--- config.mk ---
export PLATFORM = sky130hd
export DESIGN_NAME = ir_remote_command_frame_encoder_top
export DESIGN_NICKNAME = d
export VERILOG_FILES = /design/src/rtl/ircfe_pkg.sv /design/src/rtl/ircfe_front.sv /design/src/rtl/ircfe_wq.sv /design/src/rtl/ircfe_back.sv /design/src/rtl/ir_remote_command_frame_encoder_top.sv
export VERILOG_INCLUDE_DIRS = /design/src /design/src/rtl
export SDC_FILE = /design/constraint.sdc
export NUM_CORES = 1
export LEC_CHECK = 0
export BUFFER_PORTS_ARGS = -buffer_cell sky130_fd_sc_hd__buf_2
export CAP_MARGIN = 20
export CORE_MARGIN = 2
export CORE_UTILIZATION = 30
export CTS_CLUSTER_DIAMETER = 120
export DETAILED_ROUTE_END_ITERATION = 6
export HOLD_SLACK_MARGIN = 0.08
export PLACE_DENSITY = 0.5
export SKIP_CTS_REPAIR_TIMING = 1
export SYNTH_ARGS = -nofsm -noshare
export SYNTH_HDL_FRONTEND = slang
export SYNTH_HIERARCHICAL = 1
export SYNTH_SLANG_ARGS = --single-unit
--- constraint.sdc ---
create_clock -name clk -period 22 [get_ports clk]
set_clock_uncertainty 0.15 [all_clocks]
set_input_delay 1.1 -clock clk [delete_from_list [all_inputs] [get_ports clk]]
set_output_delay 1.1 -clock clk [all_outputs]
set_load 0.05 [all_outputs]
--- src/rtl/ir_remote_command_frame_encoder_top_defines.svh ---
// ----------------------------------------------------------------------------
// IR remote command frame encoder: assertion macros
// Shared property macros, clocked on clk and held off during reset.
// ----------------------------------------------------------------------------
`ifndef IR_REMOTE_COMMAND_FRAME_ENCODER_TOP_DEFINES_SVH
`define IR_REMOTE_COMMAND_FRAME_ENCODER_TOP_DEFINES_SVH

// same-cycle implication
`define IRCFE_ASSERT_SAME(label, ante, cons, msg) \
    label: assert property (@(posedge clk) disable iff (!rst_n) (ante) |-> (cons)) \
        else $error(msg);

// next-cycle implication
`define IRCFE_ASSERT_NEXT(label, ante, cons, msg) \
    label: assert property (@(posedge clk) disable iff (!rst_n) (ante) |=> (cons)) \
        else $error(msg);

`endif

--- src/rtl/ircfe_pkg.sv ---
// ----------------------------------------------------------------------------
// ircfe_pkg
// Types and constants shared by the IR remote command frame encoder.
// ----------------------------------------------------------------------------
package ircfe_pkg;

    // command codes
    localparam logic [2:0] CMD_COMBO_DIRECT  = 3'd0;
    localparam logic [2:0] CMD_COMBO_PWM     = 3'd1;
    localparam logic [2:0] CMD_PIN_TIMEOUT   = 3'd2;
    localparam logic [2:0] CMD_PIN_CONTINUOUS = 3'd3;
    localparam logic [2:0] CMD_RAW_WORD      = 3'd4;

    // mode field codes placed in bits 10..8
    localparam logic [2:0] DIRECT_MODE_CODE     = 3'd1;
    localparam logic [2:0] TIMEOUT_MODE_CODE    = 3'd3;
    localparam logic [2:0] CONTINUOUS_MODE_CODE = 3'd2;

    // frame constants
    localparam logic [7:0] FRAME_START_BYTE = 8'h80;
    localparam logic [7:0] FRAME_FLAG_BYTE  = 8'h01;
    localparam int         WORD_BITS        = 16;

    // register map
    localparam logic REG_TX_MODE = 1'b0;

    // word queue depth between front and back (2 or more)
    localparam int IRCFE_QUEUE_DEPTH = 2;

    typedef struct packed {
        logic [2:0]  cmd;
        logic [1:0]  channel;
        logic [3:0]  direct_bits;
        logic [3:0]  motor_a_pwm;
        logic [3:0]  motor_b_pwm;
        logic        output_sel;
        logic        pin_sel;
        logic [1:0]  pin_function;
        logic [15:0] raw_word;
    } cmd_item_t;

    typedef struct packed {
        logic [7:0] frame_byte;
        logic [3:0] byte_index;
        logic       last;
    } frame_beat_t;

    // word handed from front to queue
    typedef struct packed {
        logic        valid;
        logic [15:0] word;
    } word_wr_t;

endpackage

--- src/rtl/ircfe_front.sv ---
// ----------------------------------------------------------------------------
// ircfe_front
// Takes command beats, builds the 16-bit command word with toggle and checksum.
// ----------------------------------------------------------------------------
module ircfe_front
    import ircfe_pkg::*;
(
    input  logic      clk,
    input  logic      rst_n,
    input  logic      accept,
    input  cmd_item_t item,
    output word_wr_t  wr
);

    logic toggle_reg;
    logic toggle_next;
    logic uses_toggle;
    logic known_cmd;
    logic [15:0] base_word;
    logic [3:0]  check;

    // word assembly by command kind
    always_comb
    begin
        uses_toggle = 1'b0;
        known_cmd   = 1'b1;
        base_word   = '0;
        case (item.cmd)
            CMD_COMBO_DIRECT:
            begin
                uses_toggle = 1'b1;
                base_word = {toggle_reg, 1'b0, item.channel, 1'b0, DIRECT_MODE_CODE,
                             item.direct_bits, 4'h0};
            end
            CMD_COMBO_PWM:
            begin
                base_word = {2'b01, item.channel, item.motor_b_pwm, item.motor_a_pwm, 4'h0};
            end
            CMD_PIN_TIMEOUT:
            begin
                uses_toggle = 1'b1;
                base_word = {toggle_reg, 1'b0, item.channel, 1'b0, TIMEOUT_MODE_CODE,
                             item.output_sel, item.pin_sel, item.pin_function, 4'h0};
            end
            CMD_PIN_CONTINUOUS:
            begin
                uses_toggle = 1'b1;
                base_word = {toggle_reg, 1'b0, item.channel, 1'b0, CONTINUOUS_MODE_CODE,
                             item.output_sel, item.pin_sel, item.pin_function, 4'h0};
            end
            CMD_RAW_WORD:
            begin
                base_word = item.raw_word;
            end
            default:
            begin
                known_cmd = 1'b0;
            end
        endcase
    end

    // nibble checksum; raw words pass as they are
    assign check = 4'hF ^ base_word[15:12] ^ base_word[11:8] ^ base_word[7:4];

    always_comb
    begin
        wr.valid = accept && known_cmd;
        if (item.cmd == CMD_RAW_WORD)
        begin
            wr.word = base_word;
        end
        else
        begin
            wr.word = {base_word[15:4], check};
        end
    end

    // toggle flips on each accepted toggled command
    assign toggle_next = (accept && uses_toggle) ? ~toggle_reg : toggle_reg;

    always_ff @(posedge clk or negedge rst_n)
    begin
        if (!rst_n)
        begin
            toggle_reg <= 1'b0;
        end
        else
        begin
            toggle_reg <= toggle_next;
        end
    end

endmodule

--- src/rtl/ircfe_wq.sv ---
// ----------------------------------------------------------------------------
// ircfe_wq
// Short word queue between the command front and the frame serializer.
// ----------------------------------------------------------------------------
module ircfe_wq
    import ircfe_pkg::*;
#(
    parameter int DEPTH = IRCFE_QUEUE_DEPTH
)
(
    input  logic        clk,
    input  logic        rst_n,
    input  word_wr_t    wr,
    input  logic        rd,
    output logic        full,
    output logic        nonempty,
    output logic [15:0] rd_word
);

    localparam int PTR_W = $clog2(DEPTH);
    localparam int CNT_W = $clog2(DEPTH + 1);
    localparam logic [PTR_W-1:0] PTR_LAST = PTR_W'(DEPTH - 1);
    localparam logic [CNT_W-1:0] CNT_FULL = CNT_W'(DEPTH);

    logic [15:0] words [DEPTH];
    logic [PTR_W-1:0] wptr_reg, wptr_next;
    logic [PTR_W-1:0] rptr_reg, rptr_next;
    logic [CNT_W-1:0] count_reg, count_next;
    logic do_wr;
    logic do_rd;

    assign full     = (count_reg == CNT_FULL);
    assign nonempty = (count_reg != '0);
    assign do_wr    = wr.valid && !full;
    assign do_rd    = rd && nonempty;
    assign rd_word  = words[rptr_reg];

    // pointer and fill bookkeeping
    always_comb
    begin
        wptr_next  = wptr_reg;
        rptr_next  = rptr_reg;
        count_next = count_reg;
        if (do_wr)
        begin
            wptr_next = (wptr_reg == PTR_LAST) ? '0 : wptr_reg + 1'b1;
        end
        if (do_rd)
        begin
            rptr_next = (rptr_reg == PTR_LAST) ? '0 : rptr_reg + 1'b1;
        end
        if (do_wr && !do_rd)
        begin
            count_next = count_reg + 1'b1;
        end
        else if (do_rd && !do_wr)
        begin
            count_next = count_reg - 1'b1;
        end
    end

    always_ff @(posedge clk or negedge rst_n)
    begin
        if (!rst_n)
        begin
            wptr_reg  <= '0;
            rptr_reg  <= '0;
            count_reg <= '0;
        end
        else
        begin
            wptr_reg  <= wptr_next;
            rptr_reg  <= rptr_next;
            count_reg <= count_next;
        end
    end

    // storage
    always_ff @(posedge clk)
    begin
        if (do_wr)
        begin
            words[wptr_reg] <= wr.word;
        end
    end

endmodule

--- src/rtl/ircfe_back.sv ---
// ----------------------------------------------------------------------------
// ircfe_back
// Pulse-distance frame serializer: one frame byte per cycle while pop keeps up,
// into an output register.
// ----------------------------------------------------------------------------
module ircfe_back
    import ircfe_pkg::*;
(
    input  logic        clk,
    input  logic        rst_n,
    input  logic        word_valid,
    input  logic [15:0] word_in,
    output logic        word_take,
    input  logic [7:0]  tx_mode,
    input  logic        pop,
    output logic        empty,
    output frame_beat_t result
);

    typedef enum logic [4:0] {
        PH_START = 5'b00001,
        PH_DATA  = 5'b00010,
        PH_LEN   = 5'b00100,
        PH_MODE  = 5'b01000,
        PH_FLAG  = 5'b10000
    } phase_t;

    phase_t state_reg, state_next;
    logic [15:0] word_reg, word_next;
    logic [4:0]  bits_reg, bits_next;
    logic [2:0]  gap_reg, gap_next;
    logic [3:0]  idx_reg, idx_next;
    logic        out_valid_reg, out_valid_next;
    frame_beat_t out_reg, out_next;

    logic        advance;
    logic        emit;
    logic [7:0]  data_byte;
    logic [15:0] data_word;
    logic [4:0]  data_bits;
    logic [2:0]  data_gap;
    logic        data_stop;

    assign advance = !out_valid_reg || pop;
    assign empty   = !out_valid_reg;
    assign result  = out_reg;

    // eight bit slots of the stream: marks, gaps, then one stop mark
    always_comb
    begin
        logic [15:0] w;
        logic [4:0]  b;
        logic [2:0]  g;
        logic        s;
        logic [7:0]  d;
        w = word_reg;
        b = bits_reg;
        g = gap_reg;
        s = 1'b0;
        d = '0;
        for (int k = 0; k < 8; k++)
        begin
            if (g != 3'd0)
            begin
                g = g - 3'd1;
            end
            else if (b != 5'd0)
            begin
                d[3'(7 - k)] = 1'b1;
                g = w[15] ? 3'd4 : 3'd2;
                w = {w[14:0], 1'b0};
                b = b - 5'd1;
            end
            else if (!s)
            begin
                d[3'(7 - k)] = 1'b1;
                s = 1'b1;
            end
        end
        data_byte = d;
        data_word = w;
        data_bits = b;
        data_gap  = g;
        data_stop = s;
    end

    // frame sequencer
    always_comb
    begin
        state_next = state_reg;
        word_next  = word_reg;
        bits_next  = bits_reg;
        gap_next   = gap_reg;
        idx_next   = idx_reg;
        emit       = 1'b0;
        word_take  = 1'b0;
        out_next   = out_reg;
        case (state_reg)
            PH_START:
            begin
                if (word_valid && advance)
                begin
                    emit       = 1'b1;
                    word_take  = 1'b1;
                    out_next   = '{frame_byte: FRAME_START_BYTE, byte_index: 4'd0, last: 1'b0};
                    word_next  = word_in;
                    bits_next  = 5'(WORD_BITS);
                    gap_next   = 3'd0;
                    idx_next   = 4'd1;
                    state_next = PH_DATA;
                end
            end
            PH_DATA:
            begin
                if (advance)
                begin
                    emit      = 1'b1;
                    out_next  = '{frame_byte: data_byte, byte_index: idx_reg, last: 1'b0};
                    word_next = data_word;
                    bits_next = data_bits;
                    gap_next  = data_gap;
                    idx_next  = idx_reg + 4'd1;
                    if (data_stop)
                    begin
                        state_next = PH_LEN;
                    end
                end
            end
            PH_LEN:
            begin
                if (advance)
                begin
                    emit       = 1'b1;
                    out_next   = '{frame_byte: {4'h0, idx_reg}, byte_index: idx_reg, last: 1'b0};
                    idx_next   = idx_reg + 4'd1;
                    state_next = PH_MODE;
                end
            end
            PH_MODE:
            begin
                if (advance)
                begin
                    emit       = 1'b1;
                    out_next   = '{frame_byte: tx_mode, byte_index: idx_reg, last: 1'b0};
                    idx_next   = idx_reg + 4'd1;
                    state_next = PH_FLAG;
                end
            end
            PH_FLAG:
            begin
                if (advance)
                begin
                    emit       = 1'b1;
                    out_next   = '{frame_byte: FRAME_FLAG_BYTE, byte_index: idx_reg, last: 1'b1};
                    state_next = PH_START;
                end
            end
            default:
            begin
                state_next = PH_START;
            end
        endcase
    end

    // output register valid
    always_comb
    begin
        if (emit)
        begin
            out_valid_next = 1'b1;
        end
        else if (pop)
        begin
            out_valid_next = 1'b0;
        end
        else
        begin
            out_valid_next = out_valid_reg;
        end
    end

    always_ff @(posedge clk or negedge rst_n)
    begin
        if (!rst_n)
        begin
            state_reg     <= PH_START;
            out_valid_reg <= 1'b0;
        end
        else
        begin
            state_reg     <= state_next;
            out_valid_reg <= out_valid_next;
        end
    end

    // payload, no reset
    always_ff @(posedge clk)
    begin
        word_reg <= word_next;
        bits_reg <= bits_next;
        gap_reg  <= gap_next;
        idx_reg  <= idx_next;
        out_reg  <= out_next;
    end

endmodule

--- src/rtl/ir_remote_command_frame_encoder_top.sv ---
// ----------------------------------------------------------------------------
// ir_remote_command_frame_encoder_top
// Remote command to pulse-distance IR frame encoder with APB mode register.
// ----------------------------------------------------------------------------
// Each accepted command with a known code produces one frame of 11 to 15
// bytes (11 + number of one bits in the word / 4, rounded down), sent one
// byte per clock while pop keeps up. Commands go into a short word queue
// (QUEUE_DEPTH words), so push is taken while a frame is still going out;
// full rises only when the queue is full. Unknown command codes are taken
// and dropped without output.
// tx_mode sits at byte address 0 and should be written only while idle.
module ir_remote_command_frame_encoder_top
    import ircfe_pkg::*;
#(
    parameter int QUEUE_DEPTH = IRCFE_QUEUE_DEPTH
)
(
    input  logic        clk,
    input  logic        rst_n,
    input  logic        psel,
    input  logic        penable,
    input  logic        pwrite,
    input  logic [2:0]  paddr,
    input  logic [31:0] pwdata,
    output logic [31:0] prdata,
    output logic        pready,
    input  logic        push,
    output logic        full,
    input  cmd_item_t   item,
    input  logic        pop,
    output logic        empty,
    output frame_beat_t result
);

    `include "ir_remote_command_frame_encoder_top_defines.svh"

    logic [7:0]  tx_mode_reg, tx_mode_next;
    logic        reg_hit;
    logic        accept;
    word_wr_t    front_wr;
    logic        q_nonempty;
    logic [15:0] q_word;
    logic        q_take;
    logic        beat_out;
    logic        first_beat;
    logic        last_beat;
    logic        mid_pop;
    logic        start_ok;
    logic        flag_ok;

    // configuration register
    assign pready  = 1'b1;
    assign reg_hit = (paddr[2] == REG_TX_MODE);
    assign prdata  = reg_hit ? {24'h0, tx_mode_reg} : 32'h0;

    always_comb
    begin
        tx_mode_next = tx_mode_reg;
        if (psel && penable && pwrite && reg_hit)
        begin
            tx_mode_next = pwdata[7:0];
        end
    end

    always_ff @(posedge clk or negedge rst_n)
    begin
        if (!rst_n)
        begin
            tx_mode_reg <= 8'h00;
        end
        else
        begin
            tx_mode_reg <= tx_mode_next;
        end
    end

    assign accept = push && !full;

    ircfe_front u_front (
        .clk    (clk),
        .rst_n  (rst_n),
        .accept (accept),
        .item   (item),
        .wr     (front_wr)
    );

    ircfe_wq #(
        .DEPTH (QUEUE_DEPTH)
    ) u_wq (
        .clk      (clk),
        .rst_n    (rst_n),
        .wr       (front_wr),
        .rd       (q_take),
        .full     (full),
        .nonempty (q_nonempty),
        .rd_word  (q_word)
    );

    ircfe_back u_back (
        .clk        (clk),
        .rst_n      (rst_n),
        .word_valid (q_nonempty),
        .word_in    (q_word),
        .word_take  (q_take),
        .tx_mode    (tx_mode_reg),
        .pop        (pop),
        .empty      (empty),
        .result     (result)
    );

    // beat conditions for the checks
    assign beat_out   = !empty;
    assign first_beat = beat_out && (result.byte_index == 4'd0);
    assign last_beat  = beat_out && result.last;
    assign mid_pop    = pop && beat_out && !result.last;
    assign start_ok   = (result.frame_byte == FRAME_START_BYTE) && !result.last;
    assign flag_ok    = (result.frame_byte == FRAME_FLAG_BYTE);

    // checks
    `IRCFE_ASSERT_SAME(a_last_is_flag, last_beat, flag_ok, "last beat is not the flag byte")
    `IRCFE_ASSERT_SAME(a_first_is_start, first_beat, start_ok, "frame lacks start byte")
    `IRCFE_ASSERT_NEXT(a_frame_unbroken, mid_pop, beat_out, "gap inside a frame")

endmodule

==> results by group, run 1 <==
Timing
  – Slew @ Worst Pin: 1040 ps
  – Fin Setup TNS: 0 ps
  – Final Setup Violations: 0
  – Period utilisation layout: 0.646
  – Fmax: 0.0704 GHz
  – Slew HR: 0.306
  – Final WS setup: 7800 ps
  – Final min period: 14200 ps
  – RSZ-0062 raised after global routing: false
  – Fin. max-slew vios: 0
  – Final Hold Fails: 0

Yosys
  – Synth top area share: 0.243
  – Most instantiated cells after synthesis: nand2_1 (83), nor2_1 (77), edfxtp_1 (73), o21ai_0 (56)
  – Syn avg cell area: 9.00 um2
  – Synth top area cells: edfxtp_1 (24%), mux2i_1 (6.1%), dfrtp_1 (5.0%)
  – Mapped cell area: 9030 um2
  – Most common cell in the netlist: nand2_1
  – Gate Count Post-Synth: 1003
  – Synth area leader: edfxtp_1
  – Synthesis Warnings: 6
  – Synth async-reset ratio: 0.207
  – Number of flops mapped to enable cells by yosys: 73
  – Post-synth cell types: 107
  – Register area share after synthesis: 0.296
  – Top_reg_cell synth: edfxtp_1
  – Post-synthesis sequential element count: 92

Cells and area
  – Share of post-route cells with drive strength above 1: 0.197
  – Final #Nets: 1154
  – ANT cells: 0
  – Final cell count without fillers: 1444
  – Max reg flops: 32
  – Final Instance Area: 9890 um2
  – Area Overhead vs Synth: 9.55%

Detailed routing
  – Drt via density: 5.39
  – DR WL/cell: 16.6 um
  – DR iter-0 viols: 479
  – Number of routed nets with antenna violations: 0
  – DRT Pass-1 Iters: 5
  – Routed WL: 24.0 mm
  – DRC Markers: 0
  – Via count: 7778

Worst setup path
  – Max Fanout on Critical Path: 22
  – WP data arrival: 14150 ps
  – Crit-path leading delay family: simple AND/OR/NAND/NOR gates
  – RR Endpoint: u_back/word_reg[6]
  – Worst path slowest cell: nand2_1
  – CP Capture Type: flip-flop
  – Worst r2r src: u_back/bits_reg[0]
  – R2r setup slk: 7800 ps
  – Reg2reg path depth: 47
  – Worst setup path category: reg -> reg
  – Top cell by count, worst path: ha_1
  – Required @ worst endpoint: 21950 ps
  – CP startpoint kind: flip-flop
  – Buf/Inv on CP: 4
  – CP startpoint: u_back/bits_reg[0]
  – Peak per-stage delay on the critical path: 860 ps

Place
  – Detail Placement HPWL: 18.4 mm
  – Placed instance area: 9610 um2
  – Buffers on Ports: 75
  – Dpl cells: 1427
  – Pre-CTS setup slack: 7900 ps
  – Gpl congestion: 0.891

Clock tree
  – CTS tree: yes
  – Worst-path clk slew: 70 ps
  – CTS buffer count: 9
  – Root Driver: clkbuf_16
  – Max Buffers Root-to-Sink: 2
  – H-tree Lvls: 3
  – CTS sink cnt: 92
  – Clock Latency Late Sink: 350 ps

Global routing
  – Initial antenna violation count: 0
  – Vias in the first global route: 7287
  – Grt total ovfl: 0
  – Largest net degree at the start of global routing: 38
  – Total GRT Usage: 0.153
  – First-pass GRT wire length: 39.0 mm

Run status
  – Status: finished, final reports clean

Floorplanning
  – Die width: 177 um
  – Die Ht: 177 um
  – Initial core utilization: 0.305
  – I/O pin count: 127
  – Die area: 31500 um2
  – Core Box Area: 29600 um2
  – # rows: 63

Worst hold path
  – Worst min-delay path startpoint: u_wq/count_reg[1]
  – Worst Hold Class: reg -> reg
  – Worst Hold Path EP: u_wq/count_reg[1]
  – Hold Path Cell Cnt: 1

Flow run
  – # Max-Cap Violations: 0
==> cells by family (layout without fill, tap and decap cells) <==
logic type	count (synthesis)	after routing	synth area share
buf+inv	108	136	0.0646
flops	92	92	0.296
other cells	2	25	0.000832
xor+xnor	19	19	0.0184
compound gates	328	328	0.269
simple gates	328	328	0.195
mux	100	100	0.121
fa+ha+maj	26	26	0.0360
==> through the flow <==
stage	hold WS (ps)	util
2_1_floorplan	306	-
6_report	341	0.334
4_1_cts	347	0.334
5_1_grt	354	0.334
3_5_place_dp	333	0.324
3_3_place_gp	331	0.324
==> how the worst max path moves through the flow <==
stage / slack [ps] / depth (start not counted) / to
after global routing: 6440 / 47 / u_back/word_reg[6]
after global placement: 7910 / 47 / u_back/word_reg[6]
after floorplan: 11120 / 53 / u_back/word_reg[6]
after CTS: 7870 / 47 / u_back/word_reg[6]
final: 7800 / 47 / u_back/word_reg[6]
after detailed placement: 7900 / 47 / u_back/word_reg[6]
==> cells in the final DEF (no fill, tap or decap), types with 10 or more instances in the layout <==
cell type | Yosys | layout
nand2_1 | 83 | 83
nor2_1 | 77 | 77
buf_2 | 16 | 75
edfxtp_1 | 73 | 73
o21ai_0 | 56 | 56
mux2i_1 | 55 | 55
a21oi_1 | 55 | 54
mux2_2 | 34 | 34
inv_1 | 34 | 34
nand3_1 | 32 | 32
ha_1 | 26 | 26
conb_1 | 2 | 25
dfrtp_1 | 18 | 18
nor3_1 | 16 | 16
o211ai_1 | 15 | 15
a21o_1 | 14 | 14
and2_1 | 14 | 14
nand2b_1 | 13 | 13
a211oi_1 | 13 | 13
xnor2_1 | 12 | 12
and3_1 | 11 | 11
a31oi_1 | 11 | 11
o22a_1 | 11 | 11
o21ai_1 | 11 | 11
a221o_1 | 11 | 11
or3_1 | 10 | 10
a22oi_1 | 10 | 10
buf_4 | 31 | 10
mux2_4 | 10 | 10
==> worst reg2reg max path: cells and delay by family, from the launching register on <==
kind | cells | cell delay [ps]
adders and majority gates | 8 | 2380
muxes | 3 | 1010
AOI/OAI and AO/OA | 11 | 3420
and+or+nand+nor | 21 | 6080
buffers and inverters | 4 | 440
DFF | 1 | 500
==> metal layers <==
metal | part of all wire | track usage | wire length [um]
met5 | 0 | 0 | 0
met4 | 0.010 | 0.0283 | 246
met2 | 0.44 | 0.243 | 10700
met1 | 0.49 | 0.217 | 11900
met3 | 0.051 | 0.0272 | 1220
==> cell type report <==
class                   instances  area, um2
fillers                      3186      19700
well taps                     390        488
repair buffers                 85        450
clock inverters                 6       46.3
clock buffers                  10        229
inverters                      35        134
flip-flops and latches         92       2670
multi-input cells             826       5880
Power of run 1 is not shown: default switching activity piles up to over one toggle a cycle in this logic, so the estimate is an artifact.
==> run 2, diff against run 1 <==
--- a/config.mk
+++ b/config.mk
@@ -13,7 +13,7 @@
 export CTS_CLUSTER_DIAMETER = 120
 export DETAILED_ROUTE_END_ITERATION = 6
 export HOLD_SLACK_MARGIN = 0.08
-export PLACE_DENSITY = 0.5
+export PLACE_DENSITY = 0.52
 export SKIP_CTS_REPAIR_TIMING = 1
 export SYNTH_ARGS = -nofsm -noshare
 export SYNTH_HDL_FRONTEND = slang
==> constraint.sdc (replaced) <==
create_clock -name clk -period 11.5 [get_ports clk]
set_clock_uncertainty 0.15 [all_clocks]
set_input_delay 0.575 -clock clk [delete_from_list [all_inputs] [get_ports clk]]
set_output_delay 0.575 -clock clk [all_outputs]
set_load 0.05 [all_outputs]
==> run 2 against run 1 <==
Against the previous run: non-clock buffer count rose by 41; count of clock-buffer cells in the layout rose by 2; global-route usage increased by 0.23 points; sequential cell count unchanged.
==> results by group, run 2 (same netlist as run 1, synthesis figures left out) <==
Run status
  – Status: finished, final reports clean

Worst hold path
  – Worst Hold Path EP: tx_mode_reg[3]
  – Hold Path Cell Cnt: 2
  – Worst Hold Class: in -> reg
  – Worst min-delay path startpoint: pwdata[3]

Worst setup path
  – CP Capture Type: flip-flop
  – RR Endpoint: u_back/word_reg[10]
  – CP startpoint kind: flip-flop
  – Reg2reg path depth: 50
  – Max Fanout on Critical Path: 17
  – Peak per-stage delay on the critical path: 560 ps
  – CP startpoint: u_back/bits_reg[0]
  – Worst setup path category: reg -> reg
  – Top cell by count, worst path: ha_1
  – Crit-path leading delay family: simple AND/OR/NAND/NOR gates
  – Required @ worst endpoint: 11450 ps
  – Worst path slowest cell: or4b_4
  – Buf/Inv on CP: 11
  – R2r setup slk: 900 ps
  – Worst r2r src: u_back/bits_reg[0]
  – WP data arrival: 10550 ps

Clock tree
  – CTS tree: yes
  – H-tree Lvls: 3
  – Max Buffers Root-to-Sink: 2
  – Clock Latency Late Sink: 350 ps
  – CTS sink cnt: 92
  – Worst-path clk slew: 70 ps
  – Root Driver: clkbuf_16
  – CTS buffer count: 9

Place
  – Detail Placement HPWL: 18.8 mm
  – Gpl congestion: 0.867
  – Buffers on Ports: 75

Floorplanning
  – # rows: 63
  – Die width: 177 um
  – Die area: 31500 um2
  – Core Box Area: 29600 um2
  – Die Ht: 177 um
  – I/O pin count: 127
  – Initial core utilization: 0.305

Detailed routing
  – DR WL/cell: 16.3 um
  – DRC Markers: 0
  – Drt via density: 5.40
  – Via count: 8013
  – DRT Pass-1 Iters: 6
  – DR iter-0 viols: 532
  – Number of routed nets with antenna violations: 0
  – Routed WL: 24.3 mm

Global routing
  – First-pass GRT wire length: 39.3 mm
  – Largest net degree at the start of global routing: 38
  – Grt total ovfl: 0
  – Vias in the first global route: 7390
  – Initial antenna violation count: 0
  – Total GRT Usage: 0.155

Timing
  – Final min period: 10600 ps
  – Slew @ Worst Pin: 1000 ps
  – RSZ-0062 raised after global routing: false
  – Fin Setup TNS: 0 ps
  – Fin. max-slew vios: 0
  – Slew HR: 0.332
  – Fmax: 0.0943 GHz
  – Final Hold Fails: 0
  – Final Setup Violations: 0
  – Period utilisation layout: 0.922

Cells and area
  – Most common cell after layout, fill and taps aside: nand2_1
  – Max reg flops: 32
  – Share of post-route cells with drive strength above 1: 0.233
  – Final #Nets: 1195
  – Most frequent cells in the layout: nand2_1 (83), nor2_1 (76), buf_2 (75)
  – Register area: 2670 um2
  – ANT cells: 0
  – Filler cells: 3126
  – Area Overhead vs Synth: 13.5%
  – Area of the multi-input gates: 5900 um2

Flow run
  – # Max-Cap Violations: 0
-- run 2: worst max path at each step --
stage          cells after the start  slack [ps]                   to
2_1_floorplan                     53         620   u_back/word_reg[6]
3_3_place_gp                      49         570   u_back/word_reg[6]
3_5_place_dp                      49         510   u_back/word_reg[6]
4_1_cts                           49         460   u_back/word_reg[6]
5_1_grt                           50          40    u_back/gap_reg[0]
6_report                          50         900  u_back/word_reg[10]
-- run 2: metrics by stage --
step,std cells,worst slack (ps),instance area (um2),util,hold slack (ps)
after detailed placement,1467,506,9910,0.335,334
after global placement,1467,570,9910,0.335,327
after CTS,1483,459,10200,0.344,14.9
after floorplan,1026,624,9120,-,129
after global routing,1485,35.0,10300,0.346,301
final,1485,899,10300,0.346,296
-- run 2: worst reg2reg max path: cells and delay by family, from the launching register on --
kind	cells	cell delay, ps
AOI/OAI and AO/OA	12	2620
DFF	1	500
adders and majority gates	8	2200
and+or+nand+nor	18	3490
buffers and inverters	11	1330
muxes	1	80
-- run 2: layout make-up --
cell class | count | area share
multi-input cells | 826 | 0.576
flip-flops and latches | 92 | 0.260
repair buffers | 126 | 0.0758
well taps | 390 | 0.0476
clock buffers | 12 | 0.0240
inverters | 35 | 0.0131
clock inverters | 4 | 0.00317
-- run 2: routing by layer --
metal,up-vias,share of wire,track usage,wire length [um]
met4,0,0.015,0.0406,356
met2,210,0.45,0.247,10900
met1,3788,0.49,0.218,11800
met5,-,0,0,0
met3,31,0.046,0.0234,1120
li1,3984,-,-,-
Power of run 2 is left out for the same reason.
